## src/sv/frac_pkg.sv

```systemverilog
// ----------------------------------------------------------------------------
// frac_pkg
// Types and constants shared by the fraction reducer modules.
// ----------------------------------------------------------------------------
package frac_pkg;

   localparam int WORD_BITS = 32;
   localparam int CNT_BITS  = $clog2(WORD_BITS);

   localparam logic [1:0] ST_OK       = 2'd0;
   localparam logic [1:0] ST_ZERO_DEN = 2'd1;
   localparam logic [1:0] ST_RANGE    = 2'd2;

   typedef struct packed {
      logic signed [WORD_BITS-1:0] top_value;
      logic signed [WORD_BITS-1:0] bottom_value;
   } req_type;

   typedef struct packed {
      logic signed [WORD_BITS-1:0] reduced_top;
      logic        [WORD_BITS-2:0] reduced_bottom;
      logic        [1:0]           status;
   } rsp_type;

   // controller -> datapath
   typedef struct packed {
      logic load;
      logic gcd_step;
      logic div_load;
      logic div_sel_den;
      logic div_step;
      logic out_load;
   } cmd_type;

   // datapath -> controller
   typedef struct packed {
      logic special;
      logic gcd_done;
      logic div_last;
   } stat_type;

endpackage

```

## src/sv/frac_ctrl.sv

```systemverilog
// ----------------------------------------------------------------------------
// frac_ctrl
// Sequencer: load, binary GCD, two restoring divisions, result hand-off.
// ----------------------------------------------------------------------------
module frac_ctrl (
   input  logic               clock,
   input  logic               reset,
   input  logic               req_valid,
   output logic               req_stall,
   output logic               rsp_valid,
   input  logic               rsp_stall,
   output frac_pkg::cmd_type  cmd,
   input  frac_pkg::stat_type stat
);

   typedef enum logic [2:0] {
      S_IDLE,
      S_GCD,
      S_DIV_N,
      S_DIV_D,
      S_FINISH
   } state_type;

   state_type state_ff, state_in;
   logic      rsp_valid_ff, rsp_valid_in;

   always_comb begin
      cmd          = '0;
      state_in     = state_ff;
      rsp_valid_in = rsp_valid_ff & rsp_stall;
      unique case (state_ff)
         S_IDLE: begin
            if (req_valid) begin
               cmd.load = 1'b1;
               state_in = S_GCD;
            end
         end
         S_GCD: begin
            priority if (stat.special) begin
               state_in = S_FINISH;
            end else if (stat.gcd_done) begin
               cmd.div_load = 1'b1;
               state_in     = S_DIV_N;
            end else begin
               cmd.gcd_step = 1'b1;
            end
         end
         S_DIV_N: begin
            cmd.div_step = 1'b1;
            if (stat.div_last) begin
               cmd.div_load    = 1'b1;
               cmd.div_sel_den = 1'b1;
               state_in        = S_DIV_D;
            end
         end
         S_DIV_D: begin
            cmd.div_step = 1'b1;
            if (stat.div_last) begin
               state_in = S_FINISH;
            end
         end
         S_FINISH: begin
            // wait for the output register to free up
            if (!rsp_valid_ff || !rsp_stall) begin
               cmd.out_load = 1'b1;
               rsp_valid_in = 1'b1;
               state_in     = S_IDLE;
            end
         end
         default: begin
            state_in = S_IDLE;
         end
      endcase
   end

   always_ff @(posedge clock) begin
      if (reset) begin
         state_ff     <= S_IDLE;
         rsp_valid_ff <= 1'b0;
      end else begin
         state_ff     <= state_in;
         rsp_valid_ff <= rsp_valid_in;
      end
   end

   assign req_stall = (state_ff != S_IDLE);
   assign rsp_valid = rsp_valid_ff;

endmodule

```

## src/sv/frac_dp.sv

```systemverilog
// ----------------------------------------------------------------------------
// frac_dp
// Datapath: magnitudes, binary GCD, shared restoring divider, output register.
// ----------------------------------------------------------------------------
module frac_dp (
   input  logic               clock,
   input  frac_pkg::req_type  req_data,
   input  frac_pkg::cmd_type  cmd,
   output frac_pkg::stat_type stat,
   output frac_pkg::rsp_type  rsp_data
);

   localparam int W = frac_pkg::WORD_BITS;
   localparam int C = frac_pkg::CNT_BITS;
   localparam logic [C-1:0] CNT_LAST = C'(W - 1);

   logic [W-1:0] a_ff, a_in, b_ff, b_in;
   logic [C-1:0] k_ff, k_in;
   logic [W-1:0] mag_n_ff, mag_n_in, mag_d_ff, mag_d_in;
   logic         neg_ff, neg_in, zero_den_ff, zero_den_in, zero_num_ff, zero_num_in;
   logic [W-1:0] g_ff, g_in, rem_ff, rem_in, dvd_ff, dvd_in, quo_ff, quo_in;
   logic [C-1:0] cnt_ff, cnt_in;
   logic         phase_ff, phase_in;
   logic [W-1:0] rn_ff, rn_in, rd_ff, rd_in;
   frac_pkg::rsp_type rsp_ff, rsp_in, result;

   logic [W-1:0] req_top, req_bot, mag_top, mag_bot;
   logic [W:0]   shifted, diff;
   logic         fits;
   logic [W-1:0] quo_next, rem_next;
   logic         range_err;

   assign req_top = req_data.top_value;
   assign req_bot = req_data.bottom_value;
   assign mag_top = req_top[W-1] ? (~req_top + W'(1)) : req_top;
   assign mag_bot = req_bot[W-1] ? (~req_bot + W'(1)) : req_bot;

   // one restoring division step
   assign shifted  = {rem_ff, dvd_ff[W-1]};
   assign diff     = shifted - {1'b0, g_ff};
   assign fits     = (shifted >= {1'b0, g_ff});
   assign rem_next = fits ? diff[W-1:0] : shifted[W-1:0];
   assign quo_next = {quo_ff[W-2:0], fits};

   assign stat.special  = zero_den_ff | zero_num_ff;
   assign stat.gcd_done = (a_ff == b_ff);
   assign stat.div_last = (cnt_ff == CNT_LAST);

   always_comb begin
      a_in        = a_ff;
      b_in        = b_ff;
      k_in        = k_ff;
      mag_n_in    = mag_n_ff;
      mag_d_in    = mag_d_ff;
      neg_in      = neg_ff;
      zero_den_in = zero_den_ff;
      zero_num_in = zero_num_ff;
      g_in        = g_ff;
      rem_in      = rem_ff;
      dvd_in      = dvd_ff;
      quo_in      = quo_ff;
      cnt_in      = cnt_ff;
      phase_in    = phase_ff;
      rn_in       = rn_ff;
      rd_in       = rd_ff;

      if (cmd.load) begin
         a_in        = mag_top;
         b_in        = mag_bot;
         k_in        = '0;
         mag_n_in    = mag_top;
         mag_d_in    = mag_bot;
         neg_in      = req_top[W-1] ^ req_bot[W-1];
         zero_den_in = (mag_bot == '0);
         zero_num_in = (mag_top == '0);
      end

      if (cmd.gcd_step) begin
         priority if (!a_ff[0] && !b_ff[0]) begin
            a_in = a_ff >> 1;
            b_in = b_ff >> 1;
            k_in = k_ff + C'(1);
         end else if (!a_ff[0]) begin
            a_in = a_ff >> 1;
         end else if (!b_ff[0]) begin
            b_in = b_ff >> 1;
         end else if (a_ff > b_ff) begin
            a_in = (a_ff - b_ff) >> 1;
         end else begin
            b_in = (b_ff - a_ff) >> 1;
         end
      end

      if (cmd.div_step) begin
         rem_in = rem_next;
         dvd_in = {dvd_ff[W-2:0], 1'b0};
         quo_in = quo_next;
         cnt_in = cnt_ff + C'(1);
         if (cnt_ff == CNT_LAST) begin
            if (phase_ff) begin
               rd_in = quo_next;
            end else begin
               rn_in = quo_next;
            end
         end
      end

      // a load on the last step of the first division takes over the working regs
      if (cmd.div_load) begin
         g_in     = a_ff << k_ff;
         rem_in   = '0;
         dvd_in   = cmd.div_sel_den ? mag_d_ff : mag_n_ff;
         quo_in   = '0;
         cnt_in   = '0;
         phase_in = cmd.div_sel_den;
      end
   end

   assign range_err = rd_ff[W-1]
                    | (!neg_ff && rn_ff[W-1])
                    | (neg_ff && rn_ff[W-1] && (rn_ff[W-2:0] != '0));

   always_comb begin
      priority if (zero_den_ff) begin
         result.reduced_top    = '0;
         result.reduced_bottom = '0;
         result.status         = frac_pkg::ST_ZERO_DEN;
      end else if (zero_num_ff) begin
         result.reduced_top    = '0;
         result.reduced_bottom = (W-1)'(1);
         result.status         = frac_pkg::ST_OK;
      end else if (range_err) begin
         result.reduced_top    = '0;
         result.reduced_bottom = '0;
         result.status         = frac_pkg::ST_RANGE;
      end else begin
         result.reduced_top    = neg_ff ? (~rn_ff + W'(1)) : rn_ff;
         result.reduced_bottom = rd_ff[W-2:0];
         result.status         = frac_pkg::ST_OK;
      end
   end

   assign rsp_in = cmd.out_load ? result : rsp_ff;

   always_ff @(posedge clock) begin
      a_ff        <= a_in;
      b_ff        <= b_in;
      k_ff        <= k_in;
      mag_n_ff    <= mag_n_in;
      mag_d_ff    <= mag_d_in;
      neg_ff      <= neg_in;
      zero_den_ff <= zero_den_in;
      zero_num_ff <= zero_num_in;
      g_ff        <= g_in;
      rem_ff      <= rem_in;
      dvd_ff      <= dvd_in;
      quo_ff      <= quo_in;
      cnt_ff      <= cnt_in;
      phase_ff    <= phase_in;
      rn_ff       <= rn_in;
      rd_ff       <= rd_in;
      rsp_ff      <= rsp_in;
   end

   assign rsp_data = rsp_ff;

endmodule

```

## src/sv/fraction_reducer_top.sv

```systemverilog
// ----------------------------------------------------------------------------
// fraction_reducer_top
// Reduces a signed fraction to lowest terms with a positive denominator.
//
//   channel | ports                        | payload
//   --------+------------------------------+--------------------
//   input   | req_valid, req_stall         | req_data (req_type)
//   result  | rsp_valid, rsp_stall         | rsp_data (rsp_type)
//
// One item at a time: a load, binary GCD steps until the two values match, then
// two restoring divisions (numerator, then denominator) on one shared divider,
// then the output register; a zero numerator or denominator skips the GCD and
// the divisions. A finished item waits while the output stalls.
// Synchronous active-high reset clears the sequencer and the output valid.
// A new item is taken while the previous result is still stalled at the output.
// ----------------------------------------------------------------------------
module fraction_reducer_top (
   input  logic              clock,
   input  logic              reset,
   input  logic              req_valid,
   output logic              req_stall,
   input  frac_pkg::req_type req_data,
   output logic              rsp_valid,
   input  logic              rsp_stall,
   output frac_pkg::rsp_type rsp_data
);

   frac_pkg::cmd_type  cmd;
   frac_pkg::stat_type stat;

   frac_ctrl u_ctrl (
      .clock     (clock),
      .reset     (reset),
      .req_valid (req_valid),
      .req_stall (req_stall),
      .rsp_valid (rsp_valid),
      .rsp_stall (rsp_stall),
      .cmd       (cmd),
      .stat      (stat)
   );

   frac_dp u_dp (
      .clock    (clock),
      .req_data (req_data),
      .cmd      (cmd),
      .stat     (stat),
      .rsp_data (rsp_data)
   );

endmodule

```

## config.mk

```make
export PLATFORM = sky130hd
export DESIGN_NAME = fraction_reducer_top
export DESIGN_NICKNAME = d
export VERILOG_FILES = /design/src/sv/frac_pkg.sv /design/src/sv/frac_ctrl.sv /design/src/sv/frac_dp.sv /design/src/sv/fraction_reducer_top.sv
export SDC_FILE = /design/constraint.sdc
export NUM_CORES = 1
export LEC_CHECK = 0
export ABC_AREA = 1
export BUFFER_PORTS_ARGS = -buffer_cell sky130_fd_sc_hd__buf_4
export CAP_MARGIN = 15
export CORE_MARGIN = 2
export CORE_UTILIZATION = 60
export CTS_CLUSTER_SIZE = 24
export DETAILED_ROUTE_END_ITERATION = 6
export PLACE_DENSITY_LB_ADDON = 0.12
export REMOVE_ABC_BUFFERS = 1
export SETUP_SLACK_MARGIN = 0.2
export SKIP_LAST_GASP = 1
export SYNTH_ARGS = -nofsm -noshare
export SYNTH_HDL_FRONTEND = slang
export SYNTH_SLANG_ARGS = --single-unit
```

## constraint.sdc

```tcl
create_clock -name clock -period 5.1 [get_ports clock]
set_input_delay 0.51 -clock clock [delete_from_list [all_inputs] [get_ports clock]]
set_output_delay 0.51 -clock clock [all_outputs]
set_load 0.01 [all_outputs]
```

==> reports/results.ini <==
[pwr]
powerDensity_nw_per_um2 = 558
p_leak_nw = 12.7
irDropWorstVdd_v = 0.000543
total_power_mw = 16.0

[logic_synthesis]
synth-edff-count = 261
syn_inst = 3493
synth_area_per_cell_um2 = 7.43
yosysMostFrequentCell = nand2_1
yosysWarnings = 0
synthFlopType = edfxtp_1
synth.top_cell.area_share = 0.302
synthesis.area_um2 = 25900
synthArstFlopShare = 0
ys_ff_latch = 402
ys_types = 55
netlist_top_cells_area = edfxtp_1 (30%), nand2_1 (13%), dfxtp_1 (11%)
yosysTopAreaCell = edfxtp_1
netlist_top_cells_count = nand2_1 (869), nor2_1 (443), inv_1 (341)
yosysSeqAreaShare = 0.411

[worst_hold_path]
hold_class = input pin to flip-flop

[route]
vias = 24800
drc = 0
first_pass_iters = 6
wl_per_cell_um = 19.8
drt-initial-drc-count = 3157
wirelength_um = 82600
antenna_left = 0
viasPerCell = 5.94

[final_layout]
syn_to_final_growth_pct = 10.8
fin_util = 0.670
drive_above_1_share = 0.0863
nets = 3729
fin_cells = 4179

[sta]
relSlewSlack = 0.231
setup_viol = 0
rsz0062_at_grt = no
fmax_mhz = 251
fin_ws_ps = 1120
clock_skew_ps = 34.2
hold_violations = 0
hold_ws_ps = 99.6
finalCritPeriodShare = 0.781
worst_pin_slew_ps = 1140
finalMaxSlewViolations = 0
period_needed_ps = 3980

[setup_path]
cp-end-kind = flip-flop
required_ps = 5560
slowest_delay_ps = 640
crit_path_top_delay_cell = nand3_1
r2r_slack_ps = 1120
critical_path_class = flip-flop to flip-flop
worstPathCellList = inv_1, ha_1, fa_1, o21ai_2, nand2_1, nand2_1, nand2_1, nand2_2, nand2_2, nand2_4, nand3_4, nand3_1, nand2_2, inv_1, o21ai_1
critPathLaunchType = flip-flop
cp_data_arrival_time_ps = 4440
critPathMaxFanout = 28

[placement]
gp_congestion = 1.10
dpl.hpwl_um = 63100
port_buffers = 134
dp_cells = 4094
post-place-ws_ps = 1290

[clock_network]
hold_buffers = 0
cts_sinks = 402
root_buffer = clkbuf_16
cts_tree = yes
ctsHtreeMaxLevel = 2
cts_setup_buffers = 0
cts_buffers = 44
path_clk_slew_ps = 70
cts_resized = 0
clockBufferDepth = 3
insertion_delay_ps = 610

[grt]
use_met2 = 0.564
grt_pass1_vias = 22600
groute.layer.met1.usage = 0.470
use_met3 = 0.0816
grt_util_all_layers = 0.364
overflow = 0
antenna_found_initial = 1
grt_max_degree = 132
busiest_layer = met2
grt_pass1_wl_um = 126000

[flow_run]
drv_cap = 0

[die]
start_util = 0.605
die_w_um = 212
core_um2 = 42900
ioPinCount = 135
die_h_um = 212
die_area_um2 = 44900
rows = 76

[run_status]
status = complete, no violations

power breakdown:
part	internal (mW)	total [mW]	switching (mW)	leakage, nW
combinational	2.47	8.35	5.88	8.26
clock	1.81	3.19	1.38	0.693
sequential	4.06	4.50	0.442	3.73
total	8.34	16.0	7.71	12.7
cell families (layout without fill, tap and decap cells):
logic type               Yosys count  count (layout)  share of synthesized area
AO/OA/AOI/OAI                    688             688                      0.144
other                              0               2                          0
flip-flops                       402             402                      0.411
multiplexers                      20              20                    0.00771
AND/OR/NAND/NOR                 1673            1673                      0.272
adder cells (fa/ha/maj)          105             105                     0.0515
buffers and inverters            493             592                     0.0761
XOR/XNOR                         112             112                     0.0378
cells in the final DEF, fill, tap and decap left out, drive strengths merged, types with 19 or more instances in the layout:
| master | synthesis | final |
|---|---|---|
| o22ai | 20 | 20 |
| edfxtp | 261 | 261 |
| mux2i | 20 | 20 |
| o211ai | 21 | 21 |
| nor3 | 53 | 53 |
| ha | 102 | 102 |
| nand3 | 175 | 175 |
| nor2 | 451 | 451 |
| buf | 48 | 157 |
| clkbuf | 92 | 57 |
| clkinv | 4 | 19 |
| nand3b | 33 | 33 |
| o21ai | 318 | 318 |
| xor2 | 81 | 81 |
| dfxtp | 141 | 141 |
| a31oi | 36 | 36 |
| inv | 349 | 351 |
| a21oi | 233 | 233 |
| xnor2 | 31 | 31 |
| nand2 | 896 | 896 |
| nand4 | 34 | 34 |
critical path: cells and delay by family, from the launching register on:
kind | cells | cell delay [ps]
buffers and inverters | 2 | 500
adder cells (fa/ha/maj) | 2 | 780
AO/OA/AOI/OAI | 2 | 350
flip-flops | 1 | 550
AND/OR/NAND/NOR | 9 | 1640
sequential cells by signal, indices dropped and copies added (netlist names), 3 cells and up:
name / count
u_dp.mag_d_ff: 32
u_dp.rem_ff: 32
u_dp.dvd_ff: 32
u_dp.rn_ff: 32
u_dp.k_ff: 5
u_dp.a_ff: 32
u_dp.quo_ff: 31
u_dp.mag_n_ff: 32
u_dp.rsp_data: 65
u_ctrl.state_ff: 3
u_dp.b_ff: 32
u_dp.rd_ff: 32
u_dp.g_ff: 32
u_dp.cnt_ff: 5
layer usage:
metal / wire length [µm] / up-vias
met5: 13 / -
met4: 5530 / 2
met3: 8370 / 262
met2: 35900 / 1367
met1: 32700 / 11500
li1: - / 11700
area by class of cell:
class,instances,area [µm²]
antenna,2,5.00
clock buffer,57,1180
clock inverter,25,263
fill,3633,14100
inverter,353,1330
multi-input combinational,2598,13400
sequential,402,10700
tap,585,732
timing repair buffer,157,1220
stage by stage:
step	TNS, ps	instance area [µm²]
2_1_floorplan	-436400	25300
3_3_place_gp	0	27300
5_1_grt	0	28700
4_1_cts	0	28700
3_5_place_dp	0	27300
6_report	0	28800
path summary, 6_finish.rpt:
path,from,endpoint,cells past startpoint
hold reg to reg,u_dp.quo_ff[30],u_dp.rn_ff[31],0
setup reg to reg,u_dp.a_ff[0],u_dp.a_ff[14],15
hold / removal,req_data[32],u_dp.mag_n_ff[0],1
setup / recovery,u_dp.a_ff[0],u_dp.a_ff[14],15
No activity file was read; power rests on OpenSTA's default activity.
